File: src/sv/dmrl_pkg.sv
// ----------------------------------------------------------------------------
// dmrl_pkg - shared types and constants for the max read latency block
// Field widths, pipeline stage records, the memory-clock divisor function and the
// reciprocal table used for the ceiling division.
// ----------------------------------------------------------------------------
package dmrl_pkg;

   // field widths
   localparam int CAS_W     = 4;
   localparam int RP_W      = 4;
   localparam int RCV_W     = 8;
   localparam int FREQ_W    = 3;
   localparam int NBM_W     = 5;
   localparam int START_W   = 10;
   localparam int MARGIN_W  = 6;

   // internal widths
   localparam int HALF_W    = 6;                   // half-clock sum, max 51
   localparam int F_W       = 7;                   // scaled multiplier, max 105
   localparam int PROD_W    = 13;                  // f * half, max 5355
   localparam int X_W       = PROD_W + 1;          // rounded numerator, max 10749
   localparam int XM_W      = F_W + 2;             // margin numerator, max 459
   localparam int DIV_W     = 6;                   // divisor, 12 to 40
   localparam int RECIP_SHIFT = 20;                // X_W plus divisor bits
   localparam int RECIP_W   = 17;
   localparam int PRODL_W   = X_W + RECIP_W;
   localparam int PRODM_W   = XM_W + RECIP_W;

   // constants of the latency formula
   localparam logic [RP_W-1:0]   RP_MAX         = 4'd8;
   localparam logic [F_W-1:0]    NB_OFFSET      = 7'd4;
   localparam logic [DIV_W-1:0]  DIV_OFFSET     = 6'd12;
   localparam logic [FREQ_W-1:0] MCLK_CODE_ALIAS  = 3'd4;
   localparam logic [FREQ_W-1:0] MCLK_CODE_TARGET = 3'd5;

   // ceil(2^RECIP_SHIFT / d) per divisor, exact floor for numerators below 2^X_W
   localparam int R12 = ((1 << RECIP_SHIFT) + 11) / 12;
   localparam int R16 = ((1 << RECIP_SHIFT) + 15) / 16;
   localparam int R20 = ((1 << RECIP_SHIFT) + 19) / 20;
   localparam int R24 = ((1 << RECIP_SHIFT) + 23) / 24;
   localparam int R32 = ((1 << RECIP_SHIFT) + 31) / 32;
   localparam int R36 = ((1 << RECIP_SHIFT) + 35) / 36;
   localparam int R40 = ((1 << RECIP_SHIFT) + 39) / 40;

   // indexed by memory clock code; the aliased code shares its target's entry
   localparam logic [RECIP_W-1:0] RECIP_TABLE [8] = '{
      RECIP_W'(R12), RECIP_W'(R16), RECIP_W'(R20), RECIP_W'(R24),
      RECIP_W'(R32), RECIP_W'(R32), RECIP_W'(R36), RECIP_W'(R40)
   };

   // input transaction payload
   typedef struct packed {
      logic [CAS_W-1:0]  cas_field;
      logic              registered_dimm;
      logic              setup_full_clock;
      logic [RP_W-1:0]   read_pointer_init;
      logic [RCV_W-1:0]  receiver_enable_delay;
      logic [FREQ_W-1:0] mem_clock_freq;
   } req_fields_type;

   // first stage: half-clock sum and scaled multiplier
   typedef struct packed {
      logic [HALF_W-1:0] half;
      logic [F_W-1:0]    f;
      logic [FREQ_W-1:0] freq;
      logic              clamped;
   } sum_type;

   // second stage: product of sum and multiplier
   typedef struct packed {
      logic [PROD_W-1:0] prod;
      logic [F_W-1:0]    f;
      logic [FREQ_W-1:0] freq;
      logic              clamped;
   } scale_type;

   // result transaction payload
   typedef struct packed {
      logic [START_W-1:0]  start_latency;
      logic [MARGIN_W-1:0] margin;
      logic                read_pointer_clamped;
   } rsp_fields_type;

   // memory clock divisor 4 * (code + 3)
   function automatic logic [DIV_W-1:0] mclk_divisor(input logic [FREQ_W-1:0] code);
      return DIV_W'({code, 2'b00}) + DIV_OFFSET;
   endfunction

endpackage

File: src/sv/dmrl_conv.sv
// ----------------------------------------------------------------------------
// dmrl_conv - ceiling division by the memory clock divisor
// Three pipeline stages: rounding offset and reciprocal lookup, reciprocal
// multiply, then the output register with the margin increment.
// ----------------------------------------------------------------------------
module dmrl_conv import dmrl_pkg::*; (
   input  logic            clock,
   input  logic            reset,
   input  logic            in_valid,
   output logic            in_ready,
   input  scale_type       in_data,
   output logic            out_valid,
   input  logic            out_ready,
   output rsp_fields_type  out_data
);

   typedef struct packed {
      logic [X_W-1:0]     x;
      logic [XM_W-1:0]    xm;
      logic [RECIP_W-1:0] recip;
      logic               clamped;
   } round_type;

   typedef struct packed {
      logic [START_W-1:0]  q;
      logic [MARGIN_W-1:0] qm;
      logic                clamped;
   } quot_type;

   logic           c_valid_ff;
   logic           d_valid_ff;
   logic           e_valid_ff;
   logic           c_adv;
   logic           d_adv;
   logic           e_adv;
   round_type      c_ff;
   round_type      c_in;
   quot_type       d_ff;
   quot_type       d_in;
   rsp_fields_type e_ff;
   rsp_fields_type e_in;

   // stage advance chain
   assign e_adv    = !e_valid_ff || out_ready;
   assign d_adv    = !d_valid_ff || e_adv;
   assign c_adv    = !c_valid_ff || d_adv;
   assign in_ready = c_adv;

   // add divisor minus one for rounding up, fetch reciprocal
   always_comb begin
      logic [DIV_W-1:0] div;
      div          = mclk_divisor(in_data.freq);
      c_in.x       = {in_data.prod, 1'b0} + X_W'(div) - X_W'(1);
      c_in.xm      = {in_data.f, 2'b00} + XM_W'(div) - XM_W'(1);
      c_in.recip   = RECIP_TABLE[in_data.freq];
      c_in.clamped = in_data.clamped;
   end

   // quotients by reciprocal multiply
   always_comb begin
      logic [PRODL_W-1:0] pl;
      logic [PRODM_W-1:0] pm;
      pl           = PRODL_W'(c_ff.x) * PRODL_W'(c_ff.recip);
      pm           = PRODM_W'(c_ff.xm) * PRODM_W'(c_ff.recip);
      d_in.q       = pl[RECIP_SHIFT +: START_W];
      d_in.qm      = pm[RECIP_SHIFT +: MARGIN_W];
      d_in.clamped = c_ff.clamped;
   end

   // result fields
   always_comb begin
      e_in.start_latency        = d_ff.q;
      e_in.margin               = d_ff.qm + MARGIN_W'(1);
      e_in.read_pointer_clamped = d_ff.clamped;
   end

   // valid bits
   always_ff @(posedge clock) begin
      if (reset) begin
         c_valid_ff <= 1'b0;
         d_valid_ff <= 1'b0;
         e_valid_ff <= 1'b0;
      end else begin
         if (c_adv) begin
            c_valid_ff <= in_valid;
         end
         if (d_adv) begin
            d_valid_ff <= c_valid_ff;
         end
         if (e_adv) begin
            e_valid_ff <= d_valid_ff;
         end
      end
   end

   // stage payload
   always_ff @(posedge clock) begin
      if (c_adv && in_valid) begin
         c_ff <= c_in;
      end
      if (d_adv && c_valid_ff) begin
         d_ff <= d_in;
      end
      if (e_adv && d_valid_ff) begin
         e_ff <= e_in;
      end
   end

   assign out_valid = e_valid_ff;
   assign out_data  = e_ff;

endmodule

File: config.mk
export PLATFORM = sky130hd
export DESIGN_NAME = dmrl_conv
export DESIGN_NICKNAME = d
export VERILOG_FILES = /design/src/sv/dmrl_pkg.sv /design/src/sv/dmrl_conv.sv
export SDC_FILE = /design/constraint.sdc
export NUM_CORES = 1
export LEC_CHECK = 0
export BUFFER_PORTS_ARGS = -buffer_cell sky130_fd_sc_hd__buf_4
export CAP_MARGIN = 20
export CORE_MARGIN = 8
export CORE_UTILIZATION = 60
export DETAILED_ROUTE_END_ITERATION = 16
export MAX_ROUTING_LAYER = met4
export PLACE_DENSITY = 0.85
export SLEW_MARGIN = 40
export SYNTH_ARGS = -nofsm -noshare
export SYNTH_HDL_FRONTEND = slang
export SYNTH_SLANG_ARGS = --single-unit
File: constraint.sdc
create_clock -name clock -period 14.29 [get_ports clock]
set_input_delay 2.1435 -clock clock [delete_from_list [all_inputs] [get_ports clock]]
set_output_delay 2.1435 -clock clock [all_outputs]
set_load 0.01 [all_outputs]
==> flow_metrics.py <==
metrics = {
    "layout": {
        "final_area_sq_um": 15000,
        "p_r_area_growth_vs_syn_pct": 7.41,
        "layout_cell_share_with_drive_strength_beyond_1": 0.0599,
        "nets": 1902,
        "insertedDiodeCount": 0,
    },
    "logic_synthesis": {
        "post-synth-top-count-cell": "sky130_fd_sc_hd__inv_1",
        "synth_enable_flop_cells": 67,
        "post_synthesis_cell_area_sq_um": 14000,
        "synth_top_area_cell": "sky130_fd_sc_hd__fa_1",
        "synth.avg_cell_area_sq_um": 9.95,
        "async_flop_share": 0,
        "synth_cell_type_count": 50,
        "synth.yosys.warnings": 0,
        "ys_ff_latch": 70,
        "syn-num-nets": 1874,
        "synth_largest_type_area_fraction": 0.389,
        "ys_dominant_reg_cell": "sky130_fd_sc_hd__edfxtp_1",
        "synthesis.instances": 1403,
        "synth_area_leaders": "sky130_fd_sc_hd__fa_1, sky130_fd_sc_hd__ha_1, sky130_fd_sc_hd__edfxtp_1",
        "netlist_top_cells_count": "sky130_fd_sc_hd__inv_1, sky130_fd_sc_hd__fa_1, sky130_fd_sc_hd__ha_1",
        "portion_of_the_post_synthesis_area_used_by_sequential_elements": 0.148,
    },
    "detailed_routing": {
        "drt_first_pass_iters": 5,
        "vias": 9540,
        "total_wire_length_after_detailed_routing_mm": 30.4,
        "drt_iter0_drc": 604,
        "drt_drc_violations_left": 0,
        "route.antenna.remaining_nets": 0,
        "post_detailed_route_wirelength_per_cell_um": 17.6,
        "viasPerCell": 5.53,
    },
    "timing": {
        "timing.final.setup_violations": 0,
        "setup_tns_ns": 0,
        "hold_viol_final": 0,
        "actual_slew_at_the_worst_max_slew_pin_ns": 0.816,
        "timing.hold.ws_ns": 0.415,
        "highest_clock_frequency_the_design_can_meet_ghz": 0.148,
        "finalClockSkew_ns": 0.00710,
        "rsz0062_at_grt": "no",
        "fin_crit_sh": 0.473,
        "timing.max_slew.rel_slack": 0.456,
        "post_layout_min_period_ns": 6.76,
        "finalMaxSlewViolations": 0,
    },
    "clocking": {
        "clk-insertion-delay-late_ns": 0.35,
        "clockRootBuffer": "sky130_fd_sc_hd__clkbuf_16",
        "tritoncts_clock_tree": "yes",
        "post_cts_resized": 0,
        "cts.sink_count": 70,
        "number_of_clock_buffers_inserted_by_tritoncts": 9,
        "clkTransAtPathRegs_ns": 0.07,
        "clockBufferDepth": 2,
        "cts-hold-fix-buffers": 0,
        "post_cts.repair.setup_buffers": 0,
        "htree_num_levels": 3,
    },
    "grt": {
        "grt_pass1_wl_mm": 51.7,
        "grt_max_degree": 29,
        "number_of_antenna_violations_at_the_first_check_in_global_routing": 0,
        "globalRouteTotalUtil": 0.236,
        "number_of_global_route_vias_before_repair": 10700,
        "global_route.overflow_total": 0,
    },
    "setup_path": {
        "timing.reg2reg.worst_path_depth": 19,
        "crit_type": "reg -> reg",
        "reg2reg_slack_ns": 7.53,
        "timing.critical_path.from_type": "flip-flop",
        "setup.worst_path.start": "c_ff[10]$_DFFE_PP_",
        "critical_path_arrival_ns": 6.85,
        "crit_path_end_kind": "flip-flop",
        "crit_end": "d_ff[14]$_DFFE_PP_",
        "reg2reg_from": "c_ff[10]$_DFFE_PP_",
        "cp_max_fo": 15,
        "r2r_end": "d_ff[14]$_DFFE_PP_",
        "cp.required_ns": 14.38,
    },
    "job": {
        "maxCapViolations": 0,
    },
    "floorplanning": {
        "floorplan.core_area_sq_um": 23100,
        "ios": 47,
        "initial_utilization": 0.604,
        "die-area_sq_um": 28400,
        "die_x_extent_um": 169,
        "floorplan.rows": 56,
        "chipHeight_um": 169,
    },
    "min_path": {
        "worst_hold_class": "reg -> reg",
    },
    "place": {
        "place.gp.congestion": 0.955,
        "post_dp_cell_area_sq_um": 14700,
        "placed_wire_length_estimate_after_detailed_placement_mm": 25.4,
        "number_of_buffers_inserted_by_port_buffering": 46,
    },
    "status": {
        "outcome": "finished clean",
    },
}
-- cell usage in the layout, fill, tap and decap left out, drive strengths merged, types with 22 or more instances in the layout --
cell type,n
and2,133
edfxtp,67
nor2,22
buf,62
inv,371
ha,172
nand2,127
xnor2,30
a21oi,34
fa,271
-- critical path, stage by stage (launching register included) --
cell and delay (ns):
sky130_fd_sc_hd__edfxtp_1 0.57, sky130_fd_sc_hd__buf_4 0.30, sky130_fd_sc_hd__and2_1 0.26, sky130_fd_sc_hd__inv_1 0.09
sky130_fd_sc_hd__fa_1 0.51, sky130_fd_sc_hd__fa_1 0.56, sky130_fd_sc_hd__inv_1 0.06, sky130_fd_sc_hd__fa_1 0.53
sky130_fd_sc_hd__fa_1 0.44, sky130_fd_sc_hd__fa_1 0.55, sky130_fd_sc_hd__inv_1 0.05, sky130_fd_sc_hd__fa_1 0.50
sky130_fd_sc_hd__inv_1 0.04, sky130_fd_sc_hd__ha_1 0.29, sky130_fd_sc_hd__a211oi_1 0.21, sky130_fd_sc_hd__nor2_1 0.09
sky130_fd_sc_hd__o311a_1 0.29, sky130_fd_sc_hd__a2111o_1 0.46, sky130_fd_sc_hd__o31a_1 0.33, sky130_fd_sc_hd__a311o_1 0.37
-- final cells by class --
| class | instances | area (sq um) |
|---|---|---|
| multi-input combinational | 922 | 10400 |
| fill | 1732 | 8130 |
| sequential | 70 | 2070 |
| inverter | 366 | 1370 |
| timing repair buffer | 62 | 518 |
| tap | 290 | 363 |
| clock buffer | 9 | 225 |
| clock inverter | 7 | 62.6 |
-- registers in the layout, indices dropped and copies added (netlist names) --
| name | flops |
|---|---|
| d_valid_ff | 1 |
| out_data | 17 |
| out_valid | 1 |
| d_ff | 17 |
| c_ff | 33 |
| c_valid_ff | 1 |
-- layer usage --
| metal | vias up | share of wire | GRT usage |
|---|---|---|---|
| li1 | 4316 | - | - |
| met1 | 4751 | 0.40 | 0.289 |
| met2 | 389 | 0.49 | 0.389 |
| met3 | 84 | 0.067 | 0.0389 |
| met4 | 0 | 0.042 | 0.0955 |
| met5 | - | 0 | - |
-- cells by family (layout without fill, tap and decap cells) --
| kind of cell | Yosys count | after routing | synth area share |
|---|---|---|---|
| AO/OA/AOI/OAI | 101 | 101 | 0.0472 |
| XOR/XNOR | 47 | 47 | 0.0295 |
| adder cells (fa/ha/maj) | 443 | 443 | 0.543 |
| buffers and inverters | 411 | 444 | 0.111 |
| flip-flops | 70 | 70 | 0.148 |
| multiplexers | 1 | 1 | 0.000717 |
| AND/OR/NAND/NOR | 330 | 330 | 0.121 |
-- metrics by stage --
stage,setup slack (ns),cells,util
after floorplan,7.84,1403,-
after global placement,7.54,1699,0.629
after detailed placement,7.53,1709,0.635
after CTS,7.54,1725,0.648
after global routing,7.19,1726,0.648
final,7.53,1726,0.648
-- worst min path at each step --
| stage | from | end | cells past startpoint |
|---|---|---|---|
| final | d_ff[9]$_DFFE_PP_ | out_data[9]$_DFFE_PP_ | 0 |
| after global placement | d_ff[9]$_DFFE_PP_ | out_data[9]$_DFFE_PP_ | 0 |
| after global routing | d_ff[0]$_DFFE_PP_ | out_data[0]$_DFFE_PP_ | 0 |
| after CTS | d_ff[9]$_DFFE_PP_ | out_data[9]$_DFFE_PP_ | 0 |
| after floorplan | c_ff[0]$_DFFE_PP_ | d_ff[0]$_DFFE_PP_ | 0 |
| after detailed placement | d_ff[11]$_DFFE_PP_ | out_data[11]$_DFFE_PP_ | 0 |
Power is left out: the tool's default activity adds up to more than one toggle a clock period on the data nets, which glitch-free logic cannot reach.
