<file path="src/sv/dmrl_pkg.sv">
// ----------------------------------------------------------------------------
// dmrl_pkg - shared types and constants for the max read latency block
// Field widths, pipeline stage records, the memory-clock divisor function and the
// reciprocal table used for the ceiling division.
// ----------------------------------------------------------------------------
package dmrl_pkg;

   // field widths
   localparam int CAS_W     = 4;
   localparam int RP_W      = 4;
   localparam int RCV_W     = 8;
   localparam int FREQ_W    = 3;
   localparam int NBM_W     = 5;
   localparam int START_W   = 10;
   localparam int MARGIN_W  = 6;

   // internal widths
   localparam int HALF_W    = 6;                   // half-clock sum, max 51
   localparam int F_W       = 7;                   // scaled multiplier, max 105
   localparam int PROD_W    = 13;                  // f * half, max 5355
   localparam int X_W       = PROD_W + 1;          // rounded numerator, max 10749
   localparam int XM_W      = F_W + 2;             // margin numerator, max 459
   localparam int DIV_W     = 6;                   // divisor, 12 to 40
   localparam int RECIP_SHIFT = 20;                // X_W plus divisor bits
   localparam int RECIP_W   = 17;
   localparam int PRODL_W   = X_W + RECIP_W;
   localparam int PRODM_W   = XM_W + RECIP_W;

   // constants of the latency formula
   localparam logic [RP_W-1:0]   RP_MAX         = 4'd8;
   localparam logic [F_W-1:0]    NB_OFFSET      = 7'd4;
   localparam logic [DIV_W-1:0]  DIV_OFFSET     = 6'd12;
   localparam logic [FREQ_W-1:0] MCLK_CODE_ALIAS  = 3'd4;
   localparam logic [FREQ_W-1:0] MCLK_CODE_TARGET = 3'd5;

   // ceil(2^RECIP_SHIFT / d) per divisor, exact floor for numerators below 2^X_W
   localparam int R12 = ((1 << RECIP_SHIFT) + 11) / 12;
   localparam int R16 = ((1 << RECIP_SHIFT) + 15) / 16;
   localparam int R20 = ((1 << RECIP_SHIFT) + 19) / 20;
   localparam int R24 = ((1 << RECIP_SHIFT) + 23) / 24;
   localparam int R32 = ((1 << RECIP_SHIFT) + 31) / 32;
   localparam int R36 = ((1 << RECIP_SHIFT) + 35) / 36;
   localparam int R40 = ((1 << RECIP_SHIFT) + 39) / 40;

   // indexed by memory clock code; the aliased code shares its target's entry
   localparam logic [RECIP_W-1:0] RECIP_TABLE [8] = '{
      RECIP_W'(R12), RECIP_W'(R16), RECIP_W'(R20), RECIP_W'(R24),
      RECIP_W'(R32), RECIP_W'(R32), RECIP_W'(R36), RECIP_W'(R40)
   };

   // input transaction payload
   typedef struct packed {
      logic [CAS_W-1:0]  cas_field;
      logic              registered_dimm;
      logic              setup_full_clock;
      logic [RP_W-1:0]   read_pointer_init;
      logic [RCV_W-1:0]  receiver_enable_delay;
      logic [FREQ_W-1:0] mem_clock_freq;
   } req_fields_type;

   // first stage: half-clock sum and scaled multiplier
   typedef struct packed {
      logic [HALF_W-1:0] half;
      logic [F_W-1:0]    f;
      logic [FREQ_W-1:0] freq;
      logic              clamped;
   } sum_type;

   // second stage: product of sum and multiplier
   typedef struct packed {
      logic [PROD_W-1:0] prod;
      logic [F_W-1:0]    f;
      logic [FREQ_W-1:0] freq;
      logic              clamped;
   } scale_type;

   // result transaction payload
   typedef struct packed {
      logic [START_W-1:0]  start_latency;
      logic [MARGIN_W-1:0] margin;
      logic                read_pointer_clamped;
   } rsp_fields_type;

   // memory clock divisor 4 * (code + 3)
   function automatic logic [DIV_W-1:0] mclk_divisor(input logic [FREQ_W-1:0] code);
      return DIV_W'({code, 2'b00}) + DIV_OFFSET;
   endfunction

endpackage

</file>
<file path="src/sv/dmrl_front.sv">
// ----------------------------------------------------------------------------
// dmrl_front - latency sum and northbridge scaling
// Two pipeline stages: sum of the half-clock terms, then the product with
// the scaled northbridge multiplier.
// ----------------------------------------------------------------------------
module dmrl_front import dmrl_pkg::*; (
   input  logic               clock,
   input  logic               reset,
   input  logic [NBM_W-1:0]   nb_multiplier,
   input  logic               in_valid,
   output logic               in_ready,
   input  req_fields_type     in_data,
   output logic               out_valid,
   input  logic               out_ready,
   output scale_type          out_data
);

   logic      a_valid_ff;
   logic      b_valid_ff;
   logic      a_adv;
   logic      b_adv;
   sum_type   a_ff;
   sum_type   a_in;
   scale_type b_ff;
   scale_type b_in;

   // stage advance chain
   assign b_adv    = !b_valid_ff || out_ready;
   assign a_adv    = !a_valid_ff || b_adv;
   assign in_ready = a_adv;

   // half-clock sum, read pointer clamp, frequency alias, multiplier scale
   always_comb begin
      logic [HALF_W-1:0] rp_term;
      logic [F_W-1:0]    nb_ext;
      a_in.clamped = (in_data.read_pointer_init > RP_MAX);
      rp_term      = a_in.clamped ? '0 : HALF_W'(RP_MAX - in_data.read_pointer_init);
      a_in.half    = HALF_W'({in_data.cas_field, 1'b0}) + HALF_W'(2)
                   + (in_data.registered_dimm ? HALF_W'(2) : HALF_W'(0))
                   + (in_data.setup_full_clock ? HALF_W'(2) : HALF_W'(1))
                   + rp_term
                   + HALF_W'(in_data.receiver_enable_delay[RCV_W-1 -: 3]);
      a_in.freq    = (in_data.mem_clock_freq == MCLK_CODE_ALIAS) ?
                     MCLK_CODE_TARGET : in_data.mem_clock_freq;
      nb_ext       = F_W'(nb_multiplier) + NB_OFFSET;
      a_in.f       = (nb_ext << 1) + nb_ext;
   end

   // product of sum and scaled multiplier
   always_comb begin
      b_in.prod    = PROD_W'(a_ff.half) * PROD_W'(a_ff.f);
      b_in.f       = a_ff.f;
      b_in.freq    = a_ff.freq;
      b_in.clamped = a_ff.clamped;
   end

   // valid bits
   always_ff @(posedge clock) begin
      if (reset) begin
         a_valid_ff <= 1'b0;
         b_valid_ff <= 1'b0;
      end else begin
         if (a_adv) begin
            a_valid_ff <= in_valid;
         end
         if (b_adv) begin
            b_valid_ff <= a_valid_ff;
         end
      end
   end

   // stage payload
   always_ff @(posedge clock) begin
      if (a_adv && in_valid) begin
         a_ff <= a_in;
      end
      if (b_adv && a_valid_ff) begin
         b_ff <= b_in;
      end
   end

   assign out_valid = b_valid_ff;
   assign out_data  = b_ff;

endmodule

</file>
<file path="config.mk">
export PLATFORM = sky130hd
export DESIGN_NAME = dmrl_front
export DESIGN_NICKNAME = d
export VERILOG_FILES = /design/src/sv/dmrl_pkg.sv /design/src/sv/dmrl_front.sv
export SDC_FILE = /design/constraint.sdc
export NUM_CORES = 1
export LEC_CHECK = 0
export ABC_AREA = 1
export ABC_CLOCK_PERIOD_IN_PS = 4050
export CELL_PAD_IN_SITES_DETAIL_PLACEMENT = 1
export CELL_PAD_IN_SITES_GLOBAL_PLACEMENT = 2
export CORE_AREA = 4 4 123 125
export CTS_BUF_LIST = sky130_fd_sc_hd__clkbuf_16
export CTS_CLUSTER_DIAMETER = 100
export DETAILED_ROUTE_END_ITERATION = 8
export DIE_AREA = 0 0 127 129
export DONT_BUFFER_PORTS = 1
export PLACE_DENSITY_LB_ADDON = 0.25
export SYNTH_ARGS = -nofsm -noshare
export SYNTH_HDL_FRONTEND = slang
export SYNTH_SLANG_ARGS = --single-unit
</file>
<file path="constraint.sdc">
create_clock -name clock -period 4.05 [get_ports clock]
set_input_delay 0.405 -clock clock [delete_from_list [all_inputs] [get_ports clock]]
set_output_delay 0.405 -clock clock [all_outputs]
set_load 0.01 [all_outputs]
</file>
==> flow_summary.rst <==
.. list-table::
   :header-rows: 1

   * - Metric
     - Value
   * - CTS tree
     - built
   * - Height of the die
     - 129 µm
   * - Nature of the critical path startpoint
     - register
   * - Clock latency reported for the late side of the worst-skew pair
     - between 0.2 and 0.3 ns
   * - Number of instances in the synthesized netlist
     - 373
   * - Compound-Gate Fraction of Synth Area
     - roughly 2.6%
   * - Final hold violations
     - 0
   * - Remaining global-route overflow
     - 0
   * - Tcrit/Tclk final
     - 87.4%
   * - Vias/cell
     - 3.99
   * - Slew of the pin with the lowest slew margin
     - ~0.65 ns
   * - Primary flip-flop cell chosen by synthesis mapping
     - sky130_fd_sc_hd__edfxtp_1
   * - Layout overhead on the synthesized area
     - 11.2%
   * - Residual DRC
     - 0
   * - Layout cell share with drive strength beyond 1
     - about 4.2%
   * - Floorplan core area
     - 13900 µm²
   * - Syn. warnings
     - 0
   * - Count of filler cells inserted in the layout
     - roughly 1600
   * - Starting density of the core
     - between 20% and 30%
   * - Port buffer count
     - 0
   * - Result of the run
     - finished clean
   * - Final setup fails
     - 0
   * - Overall track demand over capacity in global routing
     - 8.96%
   * - Top Ports
     - 56
   * - Simple-gate area share of the yosys netlist
     - between 10% and 20%
   * - Detailed-placement wirelength estimate
     - around 5700 µm
   * - Setup Total Neg Slack
     - 0 ns
   * - Wire length of the first global-routing pass
     - about 12000 µm
   * - Area share of the largest cell type after synthesis
     - between 30% and 40%
   * - Clock root cell
     - sky130_fd_sc_hd__clkbuf_16
   * - Average size of a mapped cell
     - 9.26 µm²
   * - Internal power
     - approximately 1.5 mW
   * - Initial DRC Count
     - 66
   * - Setup repair after global routing missed its margin
     - false
   * - Post-CTS setup buffers
     - 0
   * - Number of cells upsized or downsized after cts
     - 0
   * - Type of the most critical hold path
     - primary input to register
   * - Post-synthesis cell type with the largest combined area
     - sky130_fd_sc_hd__edfxtp_1
   * - Area share of fa/ha/maj cells after synthesis
     - between 30% and 40%
   * - XOR/XNOR share of the synthesized area
     - under 10%
   * - Post-synthesis mux area share
     - 0%
   * - Post-synth EDFFs
     - 41
   * - Pin count of the biggest net entering global routing
     - 25
   * - Number of iterations in the first detailed-routing pass
     - 4
   * - Rows
     - 43
   * - Total placed instance area
     - 3690 µm²
   * - Maximum fanout count along the critical path
     - 7
   * - Most used cells in the layout excluding fill and tap cells
     - sky130_fd_sc_hd__inv_1, sky130_fd_sc_hd__nand2_1, sky130_fd_sc_hd__ha_1, sky130_fd_sc_hd__edfxtp_1, sky130_fd_sc_hd__fa_1
   * - Number of levels in the clock H-tree
     - 2
   * - Share of power burned in the clock network
     - about 15%
   * - Worst max-slew margin expressed relative to the limit
     - 56.9%
   * - Max Root-Sink Buffers
     - 2
   * - Horizontal extent of the die
     - roughly 130 µm
   * - Die area
     - around 16000 µm²
   * - Endpoint type of the worst setup path
     - register
   * - Upper clock frequency limit
     - between 200 and 300 MHz
   * - Number of distinct library cells after synthesis
     - 23
   * - Final number of max-transition violations
     - 0
   * - Synth Cell Area
     - ~3500 µm²
   * - Initial antenna violation count
     - 0
   * - Clock transition at the register clock pins on the worst setup and hold paths after CTS
     - 0.07 ns
   * - Cts-stage hold buffer count
     - 0
   * - Sequential share of the synthesized area
     - a little under two fifths
   * - Count of state elements after synthesis
     - 43
   * - Area of all placed cells without fillers
     - a little under 4000 µm²
   * - Power density over the cells
     - 730 nW/µm²
   * - Largest vdd supply drop
     - 0.186 mV
   * - Arrival time at the worst endpoint
     - 3.59 ns
   * - Antenna fix cells
     - 0
   * - Final critical path time including I/O delays and setup
     - between 3 and 4 ns
   * - LEAKAGE
     - roughly 2.1 nW
   * - Commonest non-fill, non-tap cell in the layout
     - sky130_fd_sc_hd__inv_1
   * - RD Place Congestion
     - roughly 0.74
   * - Number of clock buffers inserted by TritonCTS
     - 5
   * - Worst EP required
     - a little over 4 ns
   * - Nets
     - 480
   * - Vias in the first global route
     - about 2500
   * - Dominant combinational cell family by area after synthesis
     - adder cells
   * - Worst clock skew
     - 0.00206 ns
   * - Setup Crit Path Kind
     - register to register
   * - Max-cap violations
     - 0
   * - Net switching power of the design
     - between 1 and 1.5 mW
   * - Net Count, Synth
     - roughly 470
   * - Detail Route Antenna Nets
     - 0
   * - Async set-reset flop share out of synthesis
     - 0%
   * - Final Total Pwr
     - around 2.8 mW
   * - DR WL/cell
     - roughly 12 µm
   * - Combinational power share
     - 56.5%
   * - Wirelength, routed
     - about 6700 µm
   * - Share of total power in sequential cells
     - 28.2%
   * - Switching share of total power
     - 44.9%
   * - Overall via count from detail_route
     - approximately 2200
   * - Number of clock sinks
     - 43
   * - Biggest area contributors in the synthesized netlist
     - sky130_fd_sc_hd__edfxtp_1, sky130_fd_sc_hd__fa_1, sky130_fd_sc_hd__ha_1
-- flip-flops by register name, summed over array words and instances (netlist names) --
register and flops:
out_valid 1, a_ff 17, a_valid_ff 1, out_data 24
-- metal layers --
| layer | vias to the layer above | track usage [%] | routed length [µm] |
|---|---|---|---|
| li1 | 1150 | - | - |
| met1 | 1044 | 11.4 | 3130 |
| met2 | 37 | 15.0 | 3280 |
| met3 | 7 | 2.20 | 221 |
| met4 | 0 | 2.84 | 107 |
| met5 | - | 0 | 0 |
-- cells by family after synthesis --
group	after synthesis
and+or+nand+nor	128
buffers and inverters	104
adders and majority gates	70
AOI/OAI and AO/OA	16
DFF	43
xor gates and xnor gates	12
-- cell type report --
class	instances	area (µm²)	area share [%]
Multi-Input combinational cell	226	1800	46.8
Sequential cell	43	1270	33.1
Inverter	102	383	9.96
Tap cell	180	225	5.86
Clock buffer	5	125	3.26
Clock inverter	3	26.3	0.684
Timing Repair Buffer	2	15.0	0.391
-- power by group through the flow --
stage | Sequential [mW] | Clock (mW) | Combinational, mW
2_1_floorplan | 0.770 | 0 | 1.29
3_3_place_gp | 0.806 | 0 | 1.63
3_5_place_dp | 0.808 | 0 | 1.63
4_1_cts | 0.798 | 0.447 | 1.65
5_1_grt | 0.809 | 0.469 | 1.94
6_report | 0.792 | 0.429 | 1.58
-- path summary, 6_finish.rpt --
kind                                       startpoint                 endpoint  slack [ns]  cells after the start
worst max register to register     a_ff[16]$_DFFE_PP_   out_data[23]$_DFFE_PP_        0.51                     14
worst max-delay path               a_ff[16]$_DFFE_PP_   out_data[23]$_DFFE_PP_        0.51                     14
worst min-delay path                            reset  a_valid_ff$_SDFFE_PP0N_        0.17                      1
worst min register to register  a_ff[2]$_SDFFCE_PN0P_    out_data[2]$_DFFE_PP_        0.42                      0
-- critical path: stages (launching register included) --
cell                       delay, ns
sky130_fd_sc_hd__edfxtp_1       0.52
sky130_fd_sc_hd__nand2_1        0.12
sky130_fd_sc_hd__inv_1          0.06
sky130_fd_sc_hd__fa_1           0.50
sky130_fd_sc_hd__fa_1           0.54
sky130_fd_sc_hd__inv_1          0.05
sky130_fd_sc_hd__fa_1           0.53
sky130_fd_sc_hd__inv_1          0.04
sky130_fd_sc_hd__ha_1           0.35
sky130_fd_sc_hd__a21oi_1        0.25
sky130_fd_sc_hd__nand2_1        0.09
sky130_fd_sc_hd__nand2_1        0.09
sky130_fd_sc_hd__nand3_1        0.07
sky130_fd_sc_hd__nand2_1        0.06
sky130_fd_sc_hd__nand2_1        0.05
-- synthesized netlist by cell type, types with 2 or more instances --
library cell	instances
sky130_fd_sc_hd__a21oi_1	11
sky130_fd_sc_hd__clkbuf_1	2
sky130_fd_sc_hd__dfxtp_1	2
sky130_fd_sc_hd__edfxtp_1	41
sky130_fd_sc_hd__fa_1	27
sky130_fd_sc_hd__ha_1	43
sky130_fd_sc_hd__inv_1	102
sky130_fd_sc_hd__nand2_1	94
sky130_fd_sc_hd__nand3_1	13
sky130_fd_sc_hd__nand4_1	2
sky130_fd_sc_hd__nor2_1	13
sky130_fd_sc_hd__o21ai_0	2
sky130_fd_sc_hd__xor2_1	11
-- per-stage QoR --
step	hold slack [ns]	util [%]	setup WS, ns	std cells
5_1_grt	0.158	27.7	0.198	561
3_3_place_gp	0.406	26.6	0.491	553
6_report	0.174	27.7	0.508	561
4_1_cts	0.164	27.7	0.460	561
3_5_place_dp	0.411	26.6	0.488	553
2_1_floorplan	0.400	-	0.754	373
No activity file was read; power rests on OpenSTA's default activity.
